`config.mk`:
```
export PLATFORM = sky130hd
export DESIGN_NAME = ordered_packet_rule_classifier_core
export DESIGN_NICKNAME = d
export VERILOG_FILES = /design/src/rtl/core/oprc_pkg.sv /design/src/rtl/core/oprc_ram.sv /design/src/rtl/core/oprc_ctrl.sv /design/src/rtl/core/oprc_dp.sv /design/src/rtl/core/ordered_packet_rule_classifier_core.sv
export SDC_FILE = /design/constraint.sdc
export NUM_CORES = 2
export LEC_CHECK = 0
export ABC_AREA = 1
export BUFFER_PORTS_ARGS = -buffer_cell sky130_fd_sc_hd__buf_2
export CAP_MARGIN = 30
export CORE_MARGIN = 2
export CORE_UTILIZATION = 51
export DETAILED_ROUTE_END_ITERATION = 16
export PLACE_DENSITY_LB_ADDON = 0.2
export SYNTH_ARGS = -nofsm -noshare
export SYNTH_HDL_FRONTEND = slang
export SYNTH_SLANG_ARGS = --single-unit
```
`constraint.sdc`:
```
create_clock -name clk_i -period 5 [get_ports clk_i]
set_clock_uncertainty 0.2 [all_clocks]
set_input_delay 0.25 -clock clk_i [delete_from_list [all_inputs] [get_ports clk_i]]
set_output_delay 0.25 -clock clk_i [all_outputs]
set_load 0.01 [all_outputs]
```
`src/rtl/core/oprc_pkg.sv`:
```
// shared types, constants and codes for the ordered packet rule classifier
// no dependencies; every other file in rtl/core except oprc_ram refers to it by scoped names
package oprc_pkg;

  localparam int unsigned DEFAULT_RULE_SLOTS = 64;
  localparam int unsigned ID_W = 32;
  localparam int unsigned PROTO_W = 8;
  localparam logic [ID_W-1:0] ID_MAX = '1;
  localparam logic [PROTO_W-1:0] PROTO_ANY = '0;

  // command codes
  localparam logic [1:0] CMD_ADD = 2'd0;
  localparam logic [1:0] CMD_DELETE = 2'd1;
  localparam logic [1:0] CMD_CHECK = 2'd2;
  localparam logic [1:0] CMD_NOP = 2'd3;

  // status codes
  localparam logic [1:0] ST_OK = 2'd0;
  localparam logic [1:0] ST_FULL = 2'd1;
  localparam logic [1:0] ST_NOT_FOUND = 2'd2;
  localparam logic [1:0] ST_IDS_EXHAUSTED = 2'd3;

  typedef struct packed {
    logic [1:0] command;
    logic direction;
    logic [PROTO_W-1:0] protocol;
    logic block_action;
    logic [ID_W-1:0] rule_id;
  } req_t;

  typedef struct packed {
    logic [1:0] status;
    logic verdict;
    logic matched;
    logic [ID_W-1:0] assigned_id;
  } rsp_t;

  // one stored rule, 42 bits
  typedef struct packed {
    logic [ID_W-1:0] id;
    logic dir;
    logic [PROTO_W-1:0] proto;
    logic block;
  } rule_t;

  localparam int unsigned RULE_W = $bits(rule_t);

  // controller to datapath
  typedef struct packed {
    logic load;
    logic scan;
    logic commit;
  } ctl_t;

  // datapath to controller
  typedef struct packed {
    logic last;
  } sts_t;

endpackage

```
`src/rtl/core/oprc_ram.sv`:
```
// generic single-write, single-read ram with registered read data
// no dependencies
module oprc_ram #(
  parameter int unsigned WIDTH = 8,
  parameter int unsigned DEPTH = 16
) (
  input  logic                     clk_i,
  input  logic                     we_i,
  input  logic [$clog2(DEPTH)-1:0] waddr_i,
  input  logic [WIDTH-1:0]         wdata_i,
  input  logic                     re_i,
  input  logic [$clog2(DEPTH)-1:0] raddr_i,
  output logic [WIDTH-1:0]         rdata_o
);

  logic [WIDTH-1:0] mem_q [DEPTH];
  logic [WIDTH-1:0] rdata_q;

  always_ff @(posedge clk_i) begin
    if (we_i) begin
      mem_q[waddr_i] <= wdata_i;
    end
    if (re_i) begin
      rdata_q <= mem_q[raddr_i];
    end
  end

  assign rdata_o = rdata_q;

endmodule

```
`src/rtl/core/oprc_ctrl.sv`:
```
// controller state machine: accept, slot scan, drain, commit
// depends on oprc_pkg for the control and status structs
module oprc_ctrl (
  input  logic             clk_i,
  input  logic             rst_ni,
  input  logic             start,
  output logic             busy,
  input  oprc_pkg::sts_t   sts_i,
  output oprc_pkg::ctl_t   ctl_o
);

  localparam logic [1:0] S_IDLE = 2'd0;
  localparam logic [1:0] S_SCAN = 2'd1;
  localparam logic [1:0] S_DRAIN = 2'd2;
  localparam logic [1:0] S_COMMIT = 2'd3;

  logic [1:0] state_q, state_d;

  always_comb begin
    state_d = state_q;
    ctl_o = '0;
    case (state_q)
      S_IDLE: begin
        if (start) begin
          ctl_o.load = 1'b1;
          state_d = S_SCAN;
        end
      end
      S_SCAN: begin
        ctl_o.scan = 1'b1;
        if (sts_i.last) begin
          state_d = S_DRAIN;
        end
      end
      S_DRAIN: begin
        state_d = S_COMMIT;
      end
      S_COMMIT: begin
        ctl_o.commit = 1'b1;
        state_d = S_IDLE;
      end
      default: begin
        state_d = S_IDLE;
      end
    endcase
  end

  always_ff @(posedge clk_i or negedge rst_ni) begin
    if (!rst_ni) begin
      state_q <= S_IDLE;
    end else begin
      state_q <= state_d;
    end
  end

  assign busy = (state_q != S_IDLE);

endmodule

```
`src/rtl/core/oprc_dp.sv`:
```
// datapath: request latch, rule ram, valid bits, scan trackers, id counter, result register
// depends on oprc_pkg and oprc_ram
module oprc_dp #(
  parameter int unsigned RULE_SLOTS = oprc_pkg::DEFAULT_RULE_SLOTS
) (
  input  logic             clk_i,
  input  logic             rst_ni,
  input  oprc_pkg::req_t   req_i,
  input  oprc_pkg::ctl_t   ctl_i,
  output oprc_pkg::sts_t   sts_o,
  output logic             done_o,
  output oprc_pkg::rsp_t   rsp_o
);

  localparam int unsigned IDX_W = $clog2(RULE_SLOTS);
  localparam logic [IDX_W-1:0] LAST_IDX = IDX_W'(RULE_SLOTS - 1);

  oprc_pkg::req_t req_q;
  logic [IDX_W-1:0] addr_q;
  logic cmp_vld_q;
  logic [IDX_W-1:0] cmp_idx_q;
  logic [RULE_SLOTS-1:0] valid_q, valid_d;
  logic valid_rd_q;
  logic [oprc_pkg::ID_W-1:0] next_id_q, next_id_d;

  logic free_found_q;
  logic [IDX_W-1:0] free_slot_q;
  logic hit_found_q;
  logic [IDX_W-1:0] hit_slot_q;
  logic best_found_q;
  logic [oprc_pkg::ID_W-1:0] best_id_q;
  logic best_block_q;

  logic done_q;
  oprc_pkg::rsp_t rsp_q, rsp_d;

  oprc_pkg::rule_t rd_rule, wr_rule;
  logic [oprc_pkg::RULE_W-1:0] rd_data;
  logic wr_en;

  logic cur_valid, take_free, take_hit, take_best, proto_ok;

  assign wr_rule.id = next_id_q + oprc_pkg::ID_W'(1);
  assign wr_rule.dir = req_q.direction;
  assign wr_rule.proto = req_q.protocol;
  assign wr_rule.block = req_q.block_action;

  assign wr_en = ctl_i.commit && (req_q.command == oprc_pkg::CMD_ADD)
      && (next_id_q != oprc_pkg::ID_MAX) && free_found_q;

  oprc_ram #(
    .WIDTH (oprc_pkg::RULE_W),
    .DEPTH (RULE_SLOTS)
  ) u_rule_ram (
    .clk_i   (clk_i),
    .we_i    (wr_en),
    .waddr_i (free_slot_q),
    .wdata_i (wr_rule),
    .re_i    (ctl_i.scan),
    .raddr_i (addr_q),
    .rdata_o (rd_data)
  );

  assign rd_rule = oprc_pkg::rule_t'(rd_data);
  assign sts_o.last = (addr_q == LAST_IDX);

  // per-slot compare on the registered read
  always_comb begin
    cur_valid = cmp_vld_q && valid_rd_q;
    proto_ok = (rd_rule.proto == oprc_pkg::PROTO_ANY) || (rd_rule.proto == req_q.protocol);
    take_free = cmp_vld_q && !valid_rd_q && !free_found_q;
    take_hit = cur_valid && !hit_found_q && (rd_rule.id == req_q.rule_id);
    take_best = cur_valid && (rd_rule.dir == req_q.direction) && proto_ok
        && (!best_found_q || (rd_rule.id < best_id_q));
  end

  // commit: table update and result
  always_comb begin
    valid_d = valid_q;
    next_id_d = next_id_q;
    rsp_d = '0;
    case (req_q.command)
      oprc_pkg::CMD_ADD: begin
        if (next_id_q == oprc_pkg::ID_MAX) begin
          rsp_d.status = oprc_pkg::ST_IDS_EXHAUSTED;
        end else if (!free_found_q) begin
          rsp_d.status = oprc_pkg::ST_FULL;
        end else begin
          valid_d[free_slot_q] = 1'b1;
          next_id_d = wr_rule.id;
          rsp_d.status = oprc_pkg::ST_OK;
          rsp_d.assigned_id = wr_rule.id;
        end
      end
      oprc_pkg::CMD_DELETE: begin
        if (hit_found_q) begin
          valid_d[hit_slot_q] = 1'b0;
          rsp_d.status = oprc_pkg::ST_OK;
        end else begin
          rsp_d.status = oprc_pkg::ST_NOT_FOUND;
        end
      end
      oprc_pkg::CMD_CHECK: begin
        rsp_d.status = oprc_pkg::ST_OK;
        rsp_d.matched = best_found_q;
        rsp_d.verdict = best_found_q && best_block_q;
      end
      default: begin
        rsp_d = '0;
      end
    endcase
  end

  always_ff @(posedge clk_i or negedge rst_ni) begin
    if (!rst_ni) begin
      valid_q <= '0;
      next_id_q <= '0;
      done_q <= 1'b0;
      cmp_vld_q <= 1'b0;
      addr_q <= '0;
    end else begin
      done_q <= ctl_i.commit;
      cmp_vld_q <= ctl_i.scan;
      if (ctl_i.load) begin
        addr_q <= '0;
      end else if (ctl_i.scan) begin
        addr_q <= addr_q + IDX_W'(1);
      end
      if (ctl_i.commit) begin
        valid_q <= valid_d;
        next_id_q <= next_id_d;
      end
    end
  end

  always_ff @(posedge clk_i or negedge rst_ni) begin
    if (!rst_ni) begin
      free_found_q <= 1'b0;
      hit_found_q <= 1'b0;
      best_found_q <= 1'b0;
    end else if (ctl_i.load) begin
      free_found_q <= 1'b0;
      hit_found_q <= 1'b0;
      best_found_q <= 1'b0;
    end else begin
      if (take_free) begin
        free_found_q <= 1'b1;
      end
      if (take_hit) begin
        hit_found_q <= 1'b1;
      end
      if (take_best) begin
        best_found_q <= 1'b1;
      end
    end
  end

  always_ff @(posedge clk_i) begin
    if (ctl_i.load) begin
      req_q <= req_i;
    end
    cmp_idx_q <= addr_q;
    // valid bit read alongside the ram so both line up at compare time
    if (ctl_i.scan) begin
      valid_rd_q <= valid_q[addr_q];
    end
    if (take_free) begin
      free_slot_q <= cmp_idx_q;
    end
    if (take_hit) begin
      hit_slot_q <= cmp_idx_q;
    end
    if (take_best) begin
      best_id_q <= rd_rule.id;
      best_block_q <= rd_rule.block;
    end
    if (ctl_i.commit) begin
      rsp_q <= rsp_d;
    end
  end

  assign done_o = done_q;
  assign rsp_o = rsp_q;

`ifndef SYNTHESIS
  a_done_after_commit: assert property (@(posedge clk_i) disable iff (!rst_ni)
      done_q |-> $past(ctl_i.commit))
    else $error("result strobe without a commit");

  a_id_monotonic: assert property (@(posedge clk_i) disable iff (!rst_ni)
      1'b1 |=> (next_id_q >= $past(next_id_q)))
    else $error("id counter went backwards");

  a_one_rule_per_beat: assert property (@(posedge clk_i) disable iff (!rst_ni)
      1'b1 |=> ($countones(valid_q) <= $past($countones(valid_q)) + 1))
    else $error("more than one rule added in a cycle");

  a_hit_slot_valid: assert property (@(posedge clk_i) disable iff (!rst_ni)
      (hit_found_q && (cmp_vld_q || ctl_i.commit)) |-> valid_q[hit_slot_q])
    else $error("delete hit points at an empty slot");

  a_free_slot_empty: assert property (@(posedge clk_i) disable iff (!rst_ni)
      (free_found_q && (cmp_vld_q || ctl_i.commit)) |-> !valid_q[free_slot_q])
    else $error("free slot points at a used slot");
`endif

endmodule

```
`src/rtl/core/ordered_packet_rule_classifier_core.sv`:
```
// top level of the ordered first-match packet rule classifier
// depends on oprc_pkg, oprc_ctrl, oprc_dp (which holds oprc_ram)
//
//   channel   direction   handshake                   beat
//   request   in          start && !busy              oprc_pkg::req_t on req_i
//   result    out         done_o, one cycle, no stall oprc_pkg::rsp_t on rsp_o
//
// every command walks all RULE_SLOTS entries of the rule ram, one read per cycle
// busy through the scan, drain and commit states after the accepting edge; result strobe in the cycle after commit,
//   so a new request is accepted only once the previous one has finished its commit
// the single read port of the rule ram sets the scan pace: one slot compared per cycle
// reset clears the valid bits, the id counter and the controller; no clearing pass
// the receiver cannot stall: done_o is high for exactly one cycle per accepted beat
module ordered_packet_rule_classifier_core #(
  parameter int unsigned RULE_SLOTS = oprc_pkg::DEFAULT_RULE_SLOTS
) (
  input  logic           clk_i,
  input  logic           rst_ni,
  input  logic           start,
  output logic           busy,
  input  oprc_pkg::req_t req_i,
  output logic           done_o,
  output oprc_pkg::rsp_t rsp_o
);

  // control and status between the sequencer and the datapath
  oprc_pkg::ctl_t ctl;
  oprc_pkg::sts_t sts;

  // sequencer: idle, scan every slot, drain the last ram read, commit
  oprc_ctrl u_ctrl (
    .clk_i  (clk_i),
    .rst_ni (rst_ni),
    .start  (start),
    .busy   (busy),
    .sts_i  (sts),
    .ctl_o  (ctl)
  );

  // datapath: lowest free slot, id lookup and lowest-id match tracked during the scan
  oprc_dp #(
    .RULE_SLOTS (RULE_SLOTS)
  ) u_dp (
    .clk_i  (clk_i),
    .rst_ni (rst_ni),
    .req_i  (req_i),
    .ctl_i  (ctl),
    .sts_o  (sts),
    .done_o (done_o),
    .rsp_o  (rsp_o)
  );

endmodule
```
==> impl_metrics.ini <==
[status]
status = complete, no violations

[worst_hold_path]
hold_end = u_ctrl.state_q[1]
hold_depth = 5
hp-class = in2reg
min-delay-start = start

[logic_synthesis]
syn_avg_cell_area_um2 = 12.37
synth_xor_area_share_pct = 0.4086
synthTopCellsByArea = edfxtp_1 71%, nor2_1 5.9%, o21ai_0 5.9%, nand2_1 3.3%, dfrtp_1 2.3%
synth-seq-area-share_pct = 73.82
synth.distinct_cells = 39
synth_edf_count = 2856
synth_top_family_by_area = simple AND/OR/NAND/NOR gates
ys_warn_count = 0
yosys.area.top_type = edfxtp_1
muxShareOfSynthArea_pct = 0.03336
synth-compound-area-share_pct = 10.91
synth.top_cell.area_share_pct = 71.45
netlist_instances = 9703
synth.most_common_cell = edfxtp_1
yosys_register_bits = 2971
ys.flop_type = edfxtp_1
netlist_top_cells_count = 2856 x edfxtp_1, 1883 x nor2_1, 1412 x o21ai_0
syn-cell-area_um2 = 120000
synthAdderAreaFrac_pct = 0.3961
synthSimpleGateAreaFrac_pct = 11.15
ys_async_sr_fraction_pct = 3.669
syn-num-nets = 9788

[final_layout]
multiInputGateArea_um2 = 28360
fill_cells = 18500
areaGrowthSynthToFinish_pct = 13.51
final_util_pct = 58.05
nNetsFinal = 9962
seq_area_um2 = 88630
layout-drive-gt1-share_pct = 9.186

[worst_setup_path]
cp_max_fo = 162
required_ns = 5.61
cpPeakStageDelay_ns = 0.70
path_class = reg2reg
cp_top_family = buffers and inverters
start_kind = flip-flop
r2r_cells = 9
r2r-start = u_dp.addr_q[0]
crit_slowest_cell = dfrtp_4
r2r-end = u_dp.u_rule_ram.rdata_o[24]
reg2reg_slack_ns = 0.90
path_cells = inv_16 > buf_4 > buf_4 > nor2_1 > o211ai_1 > nand3_1 > nand4_1 > nand3_1 > nand2_1
crit_buf_inv = 3
cp-end-kind = flip-flop
arrival_ns = 4.71

[global_route]
grt_pass1_wl_um = 527100
grt_usage_pct = 30.22
grt_max_degree = 211
antenna_found_initial = 13
grt_pass1_vias = 76830
grt_overflow = 0

[timing]
hold_viol_final = 0
finalSetupViolCount = 0
report.final.slew_viol_count = 0
tightestPinTransition_ns = 1.156
max_freq_ghz = 0.2442
min_period_ns = 4.095
post-route-period-util_pct = 81.91
rsz0062_at_grt = false
hold_slack_ns = 0.1277
timing.slew.headroom_pct = 22.94

[cts]
cts_setup_buffers = 0
insertion_delay_ns = 0.96
cts_root_buf = clkbuf_16
cts_tree = yes
numCtsBuffers = 316
h-tree-depth = 5
numClockSinks = 2971
cts.path.max_buffers = 4
cts.clk_slew.worst_paths_ns = 0.06

[place]
place_congestion = 0.8960
hpwl_um = 200900
io_buffers = 84

[routing]
wl_per_cell_um = 27.74
via_per_inst = 6.162
routed_wl_um = 367600
ant_nets = 0
firstDrtPassIters = 6
dr.first_iter.drc_count = 12240
drc_errors = 0
vias = 81680

[run]
max-cap-violations = 0

[floorplan]
dieArea_um2 = 239300
core_um2 = 234700
floorplan.rows = 178
die_h_um = 489.1
ioPinCount = 85
fp.dieW_um = 489.1
initial_core_util_pct = 51.13

[pwr]
p_leak_nw = 47.26
ir_drop_mv = 0.5121
power_density_nw_per_um2 = 535.3
-- through the flow --
step / TNS, ns / cells / setup slack (ns) / total power [mW] / instance area, µm²
6_report: 0 / 13260 / 0.9047 / 72.94 / 136300
3_3_place_gp: 0 / 12610 / 1.041 / 50.51 / 125700
3_5_place_dp: 0 / 12620 / 1.008 / 50.97 / 125800
4_1_cts: 0 / 13250 / 0.9980 / 72.78 / 136200
5_1_grt: 0 / 13250 / 0.8209 / 75.87 / 136300
2_1_floorplan: -688.95 / 9703 / -0.4806 / 43.19 / 120000
-- how the worst max path moves through the flow --
| stage | start | endpoint | slack (ns) | cells after the start |
|---|---|---|---|---|
| 4_1_cts | u_dp.addr_q[0] | u_dp.u_rule_ram.rdata_o[24] | 1.0 | 9 |
| 2_1_floorplan | u_ctrl.state_q[0] | u_dp.u_rule_ram.mem_q[18][0] | -0.48 | 5 |
| 3_3_place_gp | u_dp.addr_q[0] | u_dp.u_rule_ram.rdata_o[24] | 1.04 | 9 |
| 5_1_grt | u_dp.next_id_q[0] | u_dp.u_rule_ram.mem_q[62][28] | 0.82 | 12 |
| 6_report | u_dp.addr_q[0] | u_dp.u_rule_ram.rdata_o[24] | 0.90 | 9 |
| 3_5_place_dp | u_dp.addr_q[0] | u_dp.u_rule_ram.rdata_o[24] | 1.01 | 9 |
-- state kept, by name, indices dropped and copies added (netlist names), 32 cells and up --
| signal | cells |
|---|---|
| u_dp.next_id_q | 32 |
| u_dp.u_rule_ram.mem_q | 2688 |
| u_dp.u_rule_ram.rdata_o | 42 |
| u_dp.rsp_o | 36 |
| u_dp.req_q | 44 |
| u_dp.best_id_q | 32 |
| u_dp.valid_q | 64 |
-- per-layer routing --
layer | GRT usage, % | wire length [µm] | up-vias
met5 | 0 | 27 | -
met4 | 12.28 | 15950 | 4
met3 | 5.606 | 40290 | 753
met2 | 46.39 | 167100 | 4892
met1 | 42.80 | 144300 | 40620
li1 | - | - | 35410
-- cell families (layout without fill, tap and decap cells) --
kind of cell,after synthesis,in the layout
xor+xnor,56,56
other cells,0,3
compound gates,2367,2367
simple gates,3386,3386
buf+inv,881,1280
flops,2971,2971
fa+ha+maj,38,38
mux,4,4
-- what timing repair did --
| action | in CTS | in global routing |
|---|---|---|
| hold buffers | 92 | 0 |
| setup endpoints to repair | 0 | 0 |
| endpoints found under the hold margin | 117 | 0 |
| resized for setup | 0 | 0 |
-- power breakdown --
part / internal, mW / switching [mW]
clock: 12.6 / 9.38
combinational: 6.07 / 15.4
sequential: 28.5 / 0.987
total: 47.2 / 25.8
-- cell usage in the layout, fill, tap and decap left out, types with 15 or more instances in the layout --
master         instances
o21ai_1               79
o22ai_1              286
buf_4                214
nor2_4                34
a21oi_1              233
nor2_1              1850
edfxtp_1            2856
o21ai_0             1412
xor2_4                20
inv_1                226
nor3_2                42
clkinv_2              41
clkinv_1              71
nand3_1              326
clkbuf_16            325
ha_1                  35
nand2_1             1041
dlygate4sd3_1         91
buf_2                 83
bufinv_16             15
inv_2                 16
nor3_1                29
nand4_1               33
o211ai_1             334
xnor2_1               30
buf_12                92
clkbuf_1              83
dfrtp_1              105
-- area by class of cell --
type	instances	area share, %
Timing Repair Buffer	483	3.565
Inverter	254	0.7337
Tap cell	3150	2.893
Sequential cell	2971	65.04
Clock inverter	135	0.7493
Clock buffer	408	6.197
Antenna cell	3	0.005510
Multi-Input combinational cell	5851	20.81
-- worst reg2reg max path, cell delays in order (launching register included) --
cell      delay (ns)
dfrtp_4         0.70
inv_16          0.67
buf_4           0.43
buf_4           0.43
nor2_1          0.10
o211ai_1        0.27
nand3_1         0.26
nand4_1         0.55
nand3_1         0.26
nand2_1         0.11
Note: power is estimated with default switching activity, not from simulation.
